$ cat src/rtl/dpt_pkg.sv
// Shared types and constants of the dedup pattern table.
package dpt_pkg;

  localparam int unsigned MaxSteps   = 32;
  localparam int unsigned MaxEntries = 32;

  localparam int unsigned StepW = MaxSteps;
  localparam int unsigned LenW  = $clog2(MaxSteps + 1);
  localparam int unsigned IdW   = $clog2(MaxEntries + 1);
  localparam int unsigned IdxW  = $clog2(MaxEntries);
  localparam int unsigned CntW  = $clog2(MaxEntries + 1);

  typedef enum logic [1:0] {
    OP_ADD_OR_FIND   = 2'd0,
    OP_FIND_BY_ID    = 2'd1,
    OP_FIND_EQUIV    = 2'd2,
    OP_READ_AT_INDEX = 2'd3
  } opcode_e;

  typedef enum logic [2:0] {
    ST_FOUND     = 3'd0,
    ST_INSERTED  = 3'd1,
    ST_NOT_FOUND = 3'd2,
    ST_INVALID   = 3'd3,
    ST_FULL      = 3'd4
  } status_e;

  // Search request traveling down the cell chain, with the first hit it picked up.
  typedef struct packed {
    logic              active;
    opcode_e           op;
    logic [StepW-1:0]  bits;
    logic [LenW-1:0]   len;
    logic              len_ok;
    logic [IdW-1:0]    id;
    logic [IdxW-1:0]   idx;
    logic              hit;
    logic [IdxW-1:0]   hit_idx;
    logic [IdW-1:0]    hit_id;
    logic [LenW-1:0]   hit_len;
    logic [StepW-1:0]  hit_steps;
  } token_t;

  // Entry write broadcast to all cells.
  typedef struct packed {
    logic              en;
    logic [IdxW-1:0]   idx;
    logic [IdW-1:0]    id;
    logic [LenW-1:0]   len;
    logic [StepW-1:0]  steps;
  } wr_t;

endpackage

$ cat src/rtl/dpt_cell.sv
// One table entry: holds a pattern and checks the passing request against it.
module dpt_cell #(
  parameter int unsigned CELL_IDX = 0
) (
  input  logic            clk_i,
  input  logic            rst_ni,
  input  dpt_pkg::wr_t    wr_i,
  input  dpt_pkg::token_t tok_i,
  output dpt_pkg::token_t tok_o
);

  localparam logic [dpt_pkg::IdxW-1:0] CellIdx = dpt_pkg::IdxW'(CELL_IDX);

  logic                       valid_q;
  logic [dpt_pkg::IdW-1:0]    id_q;
  logic [dpt_pkg::LenW-1:0]   len_q;
  logic [dpt_pkg::StepW-1:0]  steps_q;
  logic                       match;
  logic                       wr_here;
  dpt_pkg::token_t            tok_d;
  dpt_pkg::token_t            tok_q;

  assign wr_here = wr_i.en && (wr_i.idx == CellIdx);

  always_comb begin
    match = 1'b0;
    unique case (tok_i.op)
      dpt_pkg::OP_ADD_OR_FIND, dpt_pkg::OP_FIND_EQUIV: begin
        // stored and offered bits are both cleared above the length
        match = tok_i.len_ok && (len_q == tok_i.len) && (steps_q == tok_i.bits);
      end
      dpt_pkg::OP_FIND_BY_ID:    match = (id_q == tok_i.id);
      dpt_pkg::OP_READ_AT_INDEX: match = (tok_i.idx == CellIdx);
      default:                   match = 1'b0;
    endcase
  end

  always_comb begin
    tok_d = tok_i;
    // keep the first hit, closest to the head of the table
    if (valid_q && !tok_i.hit && match) begin
      tok_d.hit       = 1'b1;
      tok_d.hit_idx   = CellIdx;
      tok_d.hit_id    = id_q;
      tok_d.hit_len   = len_q;
      tok_d.hit_steps = steps_q;
    end
  end

  always_ff @(posedge clk_i or negedge rst_ni) begin
    if (!rst_ni) begin
      valid_q <= 1'b0;
      tok_q   <= '0;
    end else begin
      tok_q <= tok_d;
      if (wr_here) begin
        valid_q <= 1'b1;
      end
    end
  end

  always_ff @(posedge clk_i) begin
    if (wr_here) begin
      id_q    <= wr_i.id;
      len_q   <= wr_i.len;
      steps_q <= wr_i.steps;
    end
  end

  assign tok_o = tok_q;

endmodule

$ cat src/rtl/dedup_pattern_table_core.sv
// Top level of the dedup pattern table: request issue, cell chain and result stage.
//
// Request channel (in_valid_i / in_stall_o) takes opcode, step bits, length,
// id and index. Result channel (out_valid_o / out_stall_i) returns one result
// per request: status, entry id, index, stored steps, stored length and the
// entry count after the operation.
// Each request enters a chain of 32 entry cells and moves one cell per cycle;
// every cell compares it against its own entry and the first hit is carried
// to the end. The request is registered, passes the cell registers and is
// captured in the result stage, then loaded into the output register; the
// next request is taken only once that load has happened.
// add_or_find appends a new entry into the next free cell when the pattern is
// not present, the length is valid and the table is not full; since entries
// are never removed, the lowest free id is always the entry count plus one.
// Reset empties the table and drops any request in flight. While the
// receiver stalls, the result is held in the output register; a finished
// search then waits in the result stage and no new request is taken.
module dedup_pattern_table_core (
  input  logic                       clk_i,
  input  logic                       rst_ni,
  input  logic                       in_valid_i,
  output logic                       in_stall_o,
  input  logic [1:0]                 opcode_i,
  input  logic [dpt_pkg::StepW-1:0]  step_bits_i,
  input  logic [dpt_pkg::LenW-1:0]   pattern_length_i,
  input  logic [dpt_pkg::IdW-1:0]    entry_id_i,
  input  logic [dpt_pkg::IdxW-1:0]   entry_index_i,
  output logic                       out_valid_o,
  input  logic                       out_stall_i,
  output logic [2:0]                 status_o,
  output logic [dpt_pkg::IdW-1:0]    result_id_o,
  output logic [dpt_pkg::IdxW-1:0]   result_index_o,
  output logic [dpt_pkg::StepW-1:0]  result_steps_o,
  output logic [dpt_pkg::LenW-1:0]   result_length_o,
  output logic [dpt_pkg::CntW-1:0]   entry_count_o
);

  typedef enum logic [1:0] {
    S_IDLE,
    S_SEARCH,
    S_DONE
  } state_e;

  state_e                     state_q, state_d;
  dpt_pkg::token_t            tok_q, tok_d;
  dpt_pkg::token_t            res_q, res_d;
  dpt_pkg::token_t            chain [0:dpt_pkg::MaxEntries];
  dpt_pkg::wr_t               wr;
  logic [dpt_pkg::CntW-1:0]   count_q, count_d;
  logic                       accept;
  logic                       load;
  logic                       full;
  logic                       insert;

  logic                       out_valid_q, out_valid_d;
  dpt_pkg::status_e           status_q, status_d;
  logic [dpt_pkg::IdW-1:0]    rid_q, rid_d;
  logic [dpt_pkg::IdxW-1:0]   ridx_q, ridx_d;
  logic [dpt_pkg::StepW-1:0]  rsteps_q, rsteps_d;
  logic [dpt_pkg::LenW-1:0]   rlen_q, rlen_d;
  logic [dpt_pkg::CntW-1:0]   rcnt_q, rcnt_d;

  assign in_stall_o = (state_q != S_IDLE);
  assign accept     = in_valid_i && !in_stall_o;

  // Build the request: clear offered bits at and above the length.
  always_comb begin
    tok_d        = '0;
    tok_d.active = accept;
    tok_d.op     = dpt_pkg::opcode_e'(opcode_i);
    for (int b = 0; b < dpt_pkg::StepW; b++) begin
      tok_d.bits[b] = step_bits_i[b] && (dpt_pkg::LenW'(b) < pattern_length_i);
    end
    tok_d.len    = pattern_length_i;
    tok_d.len_ok = (pattern_length_i != '0) &&
                   (pattern_length_i <= dpt_pkg::LenW'(dpt_pkg::MaxSteps));
    tok_d.id     = entry_id_i;
    tok_d.idx    = entry_index_i;
  end

  assign chain[0] = tok_q;

  for (genvar k = 0; k < dpt_pkg::MaxEntries; k++) begin : g_cell
    dpt_cell #(
      .CELL_IDX(k)
    ) u_cell (
      .clk_i (clk_i),
      .rst_ni(rst_ni),
      .wr_i  (wr),
      .tok_i (chain[k]),
      .tok_o (chain[k+1])
    );
  end

  assign full   = (count_q >= dpt_pkg::CntW'(dpt_pkg::MaxEntries));
  assign load   = (state_q == S_DONE) && (!out_valid_q || !out_stall_i);
  assign insert = (res_q.op == dpt_pkg::OP_ADD_OR_FIND) && !res_q.hit &&
                  res_q.len_ok && !full;

  always_comb begin
    wr       = '0;
    wr.en    = load && insert;
    wr.idx   = count_q[dpt_pkg::IdxW-1:0];
    wr.id    = dpt_pkg::IdW'(count_q + 1'b1);
    wr.len   = res_q.len;
    wr.steps = res_q.bits;
  end

  // Next state, result capture and output register.
  always_comb begin
    state_d     = state_q;
    res_d       = res_q;
    count_d     = count_q;
    out_valid_d = out_valid_q;
    status_d    = status_q;
    rid_d       = rid_q;
    ridx_d      = ridx_q;
    rsteps_d    = rsteps_q;
    rlen_d      = rlen_q;
    rcnt_d      = rcnt_q;

    if (out_valid_q && !out_stall_i) begin
      out_valid_d = 1'b0;
    end

    unique case (state_q)
      S_IDLE: begin
        if (accept) begin
          state_d = S_SEARCH;
        end
      end
      S_SEARCH: begin
        // grab the request as it leaves the last cell
        if (chain[dpt_pkg::MaxEntries].active) begin
          res_d   = chain[dpt_pkg::MaxEntries];
          state_d = S_DONE;
        end
      end
      S_DONE: begin
        if (load) begin
          out_valid_d = 1'b1;
          rid_d       = '0;
          ridx_d      = '0;
          rsteps_d    = '0;
          rlen_d      = '0;
          priority if (res_q.hit) begin
            status_d = dpt_pkg::ST_FOUND;
            rid_d    = res_q.hit_id;
            ridx_d   = res_q.hit_idx;
            rsteps_d = res_q.hit_steps;
            rlen_d   = res_q.hit_len;
          end else if (res_q.op != dpt_pkg::OP_ADD_OR_FIND) begin
            status_d = dpt_pkg::ST_NOT_FOUND;
          end else if (!res_q.len_ok) begin
            status_d = dpt_pkg::ST_INVALID;
          end else if (full) begin
            status_d = dpt_pkg::ST_FULL;
          end else begin
            status_d = dpt_pkg::ST_INSERTED;
            rid_d    = wr.id;
            ridx_d   = wr.idx;
            rsteps_d = res_q.bits;
            rlen_d   = res_q.len;
            count_d  = count_q + 1'b1;
          end
          rcnt_d  = count_d;
          state_d = S_IDLE;
        end
      end
      default: state_d = S_IDLE;
    endcase
  end

  always_ff @(posedge clk_i or negedge rst_ni) begin
    if (!rst_ni) begin
      state_q     <= S_IDLE;
      tok_q       <= '0;
      res_q       <= '0;
      count_q     <= '0;
      out_valid_q <= 1'b0;
      status_q    <= dpt_pkg::ST_NOT_FOUND;
      rid_q       <= '0;
      ridx_q      <= '0;
      rsteps_q    <= '0;
      rlen_q      <= '0;
      rcnt_q      <= '0;
    end else begin
      state_q     <= state_d;
      tok_q       <= tok_d;
      res_q       <= res_d;
      count_q     <= count_d;
      out_valid_q <= out_valid_d;
      status_q    <= status_d;
      rid_q       <= rid_d;
      ridx_q      <= ridx_d;
      rsteps_q    <= rsteps_d;
      rlen_q      <= rlen_d;
      rcnt_q      <= rcnt_d;
    end
  end

  assign out_valid_o     = out_valid_q;
  assign status_o        = status_q;
  assign result_id_o     = rid_q;
  assign result_index_o  = ridx_q;
  assign result_steps_o  = rsteps_q;
  assign result_length_o = rlen_q;
  assign entry_count_o   = rcnt_q;

endmodule

$ cat config.mk
export PLATFORM = sky130hd
export DESIGN_NAME = dedup_pattern_table_core
export DESIGN_NICKNAME = d
export VERILOG_FILES = /design/src/rtl/dpt_pkg.sv /design/src/rtl/dpt_cell.sv /design/src/rtl/dedup_pattern_table_core.sv
export SDC_FILE = /design/constraint.sdc
export NUM_CORES = 2
export LEC_CHECK = 0
export ABC_CLOCK_PERIOD_IN_PS = 5650
export BUFFER_PORTS_ARGS = -buffer_cell sky130_fd_sc_hd__buf_2
export CAP_MARGIN = 0
export CELL_PAD_IN_SITES_DETAIL_PLACEMENT = 1
export CELL_PAD_IN_SITES_GLOBAL_PLACEMENT = 2
export CORE_AREA = 2 2 461 921
export CTS_BUF_LIST = sky130_fd_sc_hd__clkbuf_16
export CTS_CLUSTER_DIAMETER = 100
export DETAILED_ROUTE_END_ITERATION = 7
export DIE_AREA = 0 0 463 923
export PLACE_DENSITY_LB_ADDON = 0.12
export SYNTH_ARGS = -nofsm -noshare
export SYNTH_HDL_FRONTEND = slang
export SYNTH_SLANG_ARGS = --single-unit
$ cat constraint.sdc
create_clock -name clk_i -period 5.65 [get_ports clk_i]
set_clock_uncertainty 0.15 [all_clocks]
set_input_delay 0.2825 -clock clk_i [delete_from_list [all_inputs] [get_ports clk_i]]
set_output_delay 0.2825 -clock clk_i [all_outputs]
set_load 0.01 [all_outputs]
* Word level (Yosys, flattened, before mapping)
Cells that the tools add are included.
** Storage, ports and cells
- Word-level logic and storage cells :: 1237
- Output and inout bits :: 60
- Input bits :: 55
- Flip-flop bits (word level) :: 4930
** Cells by class
- $lt $le $gt $ge :: 34
- Bitwise logic cells :: 3
- Eq/ne operators :: 259
- Multiplexer cells :: 95
- Reductions and logical operators :: 311
- Add/subtract/negate cells :: 1
** Operator list (number)
- $mux 50 :: 32
- $eq 32x32->1 :: 32
- $eq 6x6->1 :: 64
- $logic_and 1x1->1 :: 199
- $eq 5x5->1 const B :: 32
- $eq 2x2->1 const B :: 65
- $mux 32 :: 4
- $lt 5x6->1 const A :: 16
- $pmux 1 s3 :: 32
- $eq 5x4->1 const B :: 16
- $mux 6 :: 12
- $logic_not 2->1 :: 34
- $eq 2x1->1 const B :: 33
- $reduce_or 2->1 :: 32
- $lt 4x6->1 const A :: 8
- $eq 5x3->1 const B :: 8
- $logic_not 1->1 :: 36
- $lt 3x6->1 const A :: 4
- $eq 5x2->1 const B :: 4
- $mux 5 :: 4
- $lt 1x6->1 const A :: 2
- $lt 2x6->1 const A :: 2
- $mux 3 :: 4
- $eq 5x1->1 const B :: 2
- other kinds (16) :: 26

* Longest topological paths before layout
- Word-level depth :: 6
- Gate-level depth with buffers :: 8
- Depth with buffers taken out :: 6

* By module
From an unflattened synthesis, not the netlist that was laid out.
** Unflattened totals
- Cells, all modules :: 9595
- Area, all modules :: 171539.5 sq um
** Modules (own cells, without submodules)
- dpt_cell (g_cell[11].u_cell ...) :: times used 6, area each 5104.9 sq um, cells an instance 280, sequential area each 3923.8 sq um
- dpt_cell (g_cell[10].u_cell ...) :: times used 4, area each 5101.1 sq um, cells an instance 282, sequential area each 3923.8 sq um
- dpt_cell (g_cell[23].u_cell ...) :: times used 2, area each 5297.6 sq um, cells an instance 280, sequential area each 3923.8 sq um
- dpt_cell (g_cell[1].u_cell ...) :: times used 2, area each 5104.9 sq um, cells an instance 281, sequential area each 3923.8 sq um
- dpt_cell (g_cell[13].u_cell ...) :: times used 2, area each 5102.4 sq um, cells an instance 280, sequential area each 3923.8 sq um
- dpt_cell (g_cell[29].u_cell ...) :: times used 2, area each 5101.1 sq um, cells an instance 279, sequential area each 3923.8 sq um
- dpt_cell (g_cell[4].u_cell ...) :: times used 2, area each 5098.6 sq um, cells an instance 283, sequential area each 3923.8 sq um
- dpt_cell (g_cell[17].u_cell ...) :: times used 2, area each 5097.4 sq um, cells an instance 282, sequential area each 3923.8 sq um
- dpt_cell (g_cell[20].u_cell ...) :: times used 2, area each 5091.1 sq um, cells an instance 281, sequential area each 3923.8 sq um
- dedup_pattern_table_core :: times used 1, area each 7938.9 sq um, cells an instance 610, sequential area each 5131.2 sq um
- dpt_cell (g_cell[0].u_cell) :: times used 1, area each 5102.4 sq um, cells an instance 282, sequential area each 3923.8 sq um
- dpt_cell (g_cell[19].u_cell) :: times used 1, area each 5102.4 sq um, cells an instance 281, sequential area each 3923.8 sq um
- dpt_cell (g_cell[15].u_cell) :: times used 1, area each 5099.9 sq um, cells an instance 278, sequential area each 3923.8 sq um
- dpt_cell (g_cell[28].u_cell) :: times used 1, area each 5099.9 sq um, cells an instance 280, sequential area each 3923.8 sq um
- +4 rows

* Worst setup path after synthesis
No wires, ideal clock.
- Path kind :: reg-to-reg
- Start :: register res_q[49] in the netlist's numbering
- End :: register g_cell[20].u_cell.id_q[0] in the netlist's numbering (enable)
- Required time :: 5.054 ns
- Path buffers :: 3
- Setup time :: 0.446 ns
- Cell stages (with the launch flop) :: 9
- Slack :: 1.429 ns
- Period minus slack after synthesis :: 4.221 ns
- Data arrival time :: 3.626 ns
- Cell sequence :: dfrtp_1 clkbuf_1 nor3_1 and3_1 nand2_1 or2_2 clkbuf_1 clkbuf_1 nor2_1
** On the way
- Word-level cells in the longest chain between the ends :: 6
** RTL lines
- start: declaration :: RTL line dedup_pattern_table_core.sv:46 : dpt_pkg::token_t res_q, res_d;
- start signal: assignment :: RTL line dedup_pattern_table_core.sv:190 : res_q <= res_d;
- $logic_not 1->1 :: RTL line dedup_pattern_table_core.sv:97 : assign insert = (res_q.op == dpt_pkg::OP_ADD_OR_FIND) && !res_q.hit &&
- $logic_and 1x1->1 (2 in a row) :: RTL line dedup_pattern_table_core.sv:97
- $logic_and 1x1->1 :: RTL line dedup_pattern_table_core.sv:98 : res_q.len_ok && !full;
- $logic_and 1x1->1 :: RTL line dedup_pattern_table_core.sv:102 : wr.en = load && insert;
- $logic_and 1x1->1 :: RTL line dpt_cell.sv:23 : assign wr_here = wr_i.en && (wr_i.idx == CellIdx);
- via g_cell[20].u_cell.wr_here :: RTL line dpt_cell.sv:19 : logic wr_here;
- end signal: assignment :: RTL line dpt_cell.sv:64 : id_q <= wr_i.id;
- end: declaration :: RTL line dpt_cell.sv:15 : logic [dpt_pkg::IdW-1:0] id_q;
The timed path passes the listed nets, and every way through them passes these cells.
A chain may end at the register's enable or synchronous reset.

==> metrics.txt <==
Worst setup EP type flip-flop; most common cell after layout, fill and taps aside dfrtp_1; synthesized instance count 9,304; Synth Flop Type dfrtp_1; Hold Crit Class primary input to flip-flop; Worst-path clk slew 0.06 ns; I/O Pins 115; static leakage 80.8 nW; Worst Path Arrival 5.34 ns; crit path time final 4.66 ns; vias in the first global route 92.1k; actual slew at the worst max-slew pin 1.55 ns; part of the power in registers 0.549; Mapped Area 0.168 sq mm; fin worst setup slack 0.988 ns; H-tree level count 5; drt drc 0; critical path class flip-flop to flip-flop; CTS Buffer Depth 4; Max Slew Vio Count 2; EDFF count, synth 1,408; 1st-iter DRT viols 3,436; Clock Sinks 4,899; num rows 337; Nets 10.1k; crit start category flip-flop; Place WS 0.803 ns; Worst slew margin -0.0420; final wirelength 503 mm; CP Data Required Time 6.33 ns; register area share after synthesis 0.773; first-pass GRT wire length 698 mm; max-cap violations 1; TritonCTS clock tree done; hold_buf cts 114; P per Cell Area 381 mW/mm^2; Post-DP Area 0.178 sq mm; proportion of layout cells with a drive suffix above 1 0.258; # resized after CTS 0; Wirelength per Cell 31.3 um; clk root buf clkbuf_16; number of synthesized register bits 4,899; RSZ-0062 raised after global routing no; Final ANT Viol Nets 0; Avg Cell Area, Syn 18.0 sq um; final period utilization 0.825; Clk pwr share 0.394; CTS Buf Count 437; Net Count, Synth 9,365; core area 0.420 sq mm; Clk Latency, worst-skew pair 0.98 ns; post-layout util 0.458; DIE HEIGHT 923 um; Starting Density 0.399; most frequent cells in the layout dfrtp_1 (3,455), edfxtp_1 (1,408), mux2_2 (1,389); Net Sw Frac 0.231; met1 usage in global routing 0.154; initial antenna violation count 21; Fillers 39.6k; Comb pwr share 0.057; dpl cells 15.1k; busiest metal layer after global routing met2; GR Layer Usage met2 0.487; largest net degree at the start of global routing 186; All-Layer GR Usage 0.237; Final Setup Violations 0; failing checks capacitance limit, slew limit; final hold vios 0; post-route insts no fill 16.0k; Post-CTS Setup Bufs 0; die width 463 um; Power Internal 56.4 mW; Finished Cell Area 0.192 sq mm; post-synthesis cell type count 77; Layout area overhead 14.8%; vias 77.5k; drt pass-1 iters 5; P_sw 17.0 mW; Max Fclk 215 MHz; Synth Warn # 0; status finished, violations left; die footprint 0.427 sq mm; VDD IR max 0.273 mV; critical-path maximum fanout 21; grt ovf 0; via/cell ratio 4.84; DPL Wire Length 389 mm; I/O Buffers 114; GRT met3 Usage 0.0248; GP Congestion 0.954; FFs w/ async S/R, synth 0.713
[sequential cells by signal (all words and copies together), names as in the netlist, 3 cells and up]
register / count
g_cell.u_cell.steps_q: 1024
result_length_o: 6
chain: 53
g_cell.u_cell.id_q: 192
g_cell.u_cell.tok_o: 3254
status_o: 3
g_cell.u_cell.valid_q: 32
res_q: 91
g_cell.u_cell.len_q: 192
result_id_o: 6
result_steps_o: 32
entry_count_o: 6
result_index_o: 5
[cell type report]
| class | count | area [sq um] | area share |
|---|---|---|---|
| sequential | 4899 | 130000 | 0.674 |
| multi-input combinational | 4117 | 37300 | 0.194 |
| clock buffer | 448 | 11200 | 0.0582 |
| tap | 5593 | 7000 | 0.0364 |
| timing repair buffer | 516 | 4490 | 0.0233 |
| clock inverter | 367 | 2480 | 0.0129 |
| inverter | 80 | 300 | 0.00156 |
| antenna | 17 | 42.5 | 0.000221 |
[cells by family (layout without fill, tap and decap cells)]
kind of cell,after synthesis,in the layout,synth area share
flops,4899,4899,0.773
other cells,0,17,0
fa+ha+maj,6,6,0.000448
simple gates,1083,1083,0.0373
compound gates,179,179,0.00840
buf+inv,288,1411,0.00945
xor+xnor,1394,1394,0.0728
mux,1455,1455,0.0986
[Yosys cell counts (35+ instances only)]
cell type,instances,area [sq um]
dfrtp_1,3490,87300
edfxtp_1,1408,42300
mux2_2,1389,15600
xor2_1,736,6450
xnor2_1,658,5760
nand4_1,210,1310
nor4_1,207,1290
nand2_1,135,507
nand3_1,119,596
or2_2,112,701
buf_2,87,435
inv_1,80,300
nor2_1,67,251
and2_1,59,369
clkbuf_1,47,176
buf_4,44,330
mux2_4,40,601
nor2b_1,39,244
o21ai_0,35,175
[layer usage]
metal	part of all wire	vias up	wire, um
li1	-	34000	-
met1	0.23	40900	114000
met2	0.59	1457	299000
met3	0.022	1156	10800
met4	0.16	0	78700
met5	0	-	0
[path summary, 6_finish.rpt]
kind	start	endpoint	slack, ns	cells after the start
setup / recovery	g_cell[27].u_cell.tok_o[89]	g_cell[28].u_cell.tok_o[7]	0.99	8
hold / removal	step_bits_i[7]	chain[3371]	0.08	3
setup reg to reg	g_cell[27].u_cell.tok_o[89]	g_cell[28].u_cell.tok_o[7]	0.99	8
hold reg to reg	g_cell[22].u_cell.tok_o[102]	g_cell[23].u_cell.tok_o[102]	0.20	0
max in group asynchronous	rst_ni	g_cell[16].u_cell.tok_o[50]	3.75	4
min in group asynchronous	rst_ni	g_cell[26].u_cell.tok_o[18]	0.32	3
[through the flow]
step                setup TNS, ns  hold slack [ns]  total power [mW]
floorplan                       0           -0.163              42.3
global placement            -6.82            0.191              45.0
detailed placement              0            0.186              45.2
CTS                             0           0.0225              74.3
global route                    0           0.0509              75.9
finish                          0           0.0797              73.4
[critical path, stage by stage, from the launching register on]
cell and delay [ns]:
dfrtp_1 0.43, xor2_1 0.18, nor4_1 0.68, nand4_1 0.63, nor4_2 0.74, buf_4 0.23, o2111a_2 0.61, buf_4 0.43
mux2_2 0.39
[power groups by stage]
stage	Combinational [mW]	Clock, mW	Sequential [mW]
after floorplan	1.93	0	40.3
after global placement	4.10	0	40.9
after detailed placement	4.20	0	41.0
after CTS	4.32	29.6	40.3
after global routing	4.46	30.9	40.5
final	4.21	28.9	40.3
No activity file was read; power rests on OpenSTA's default activity.
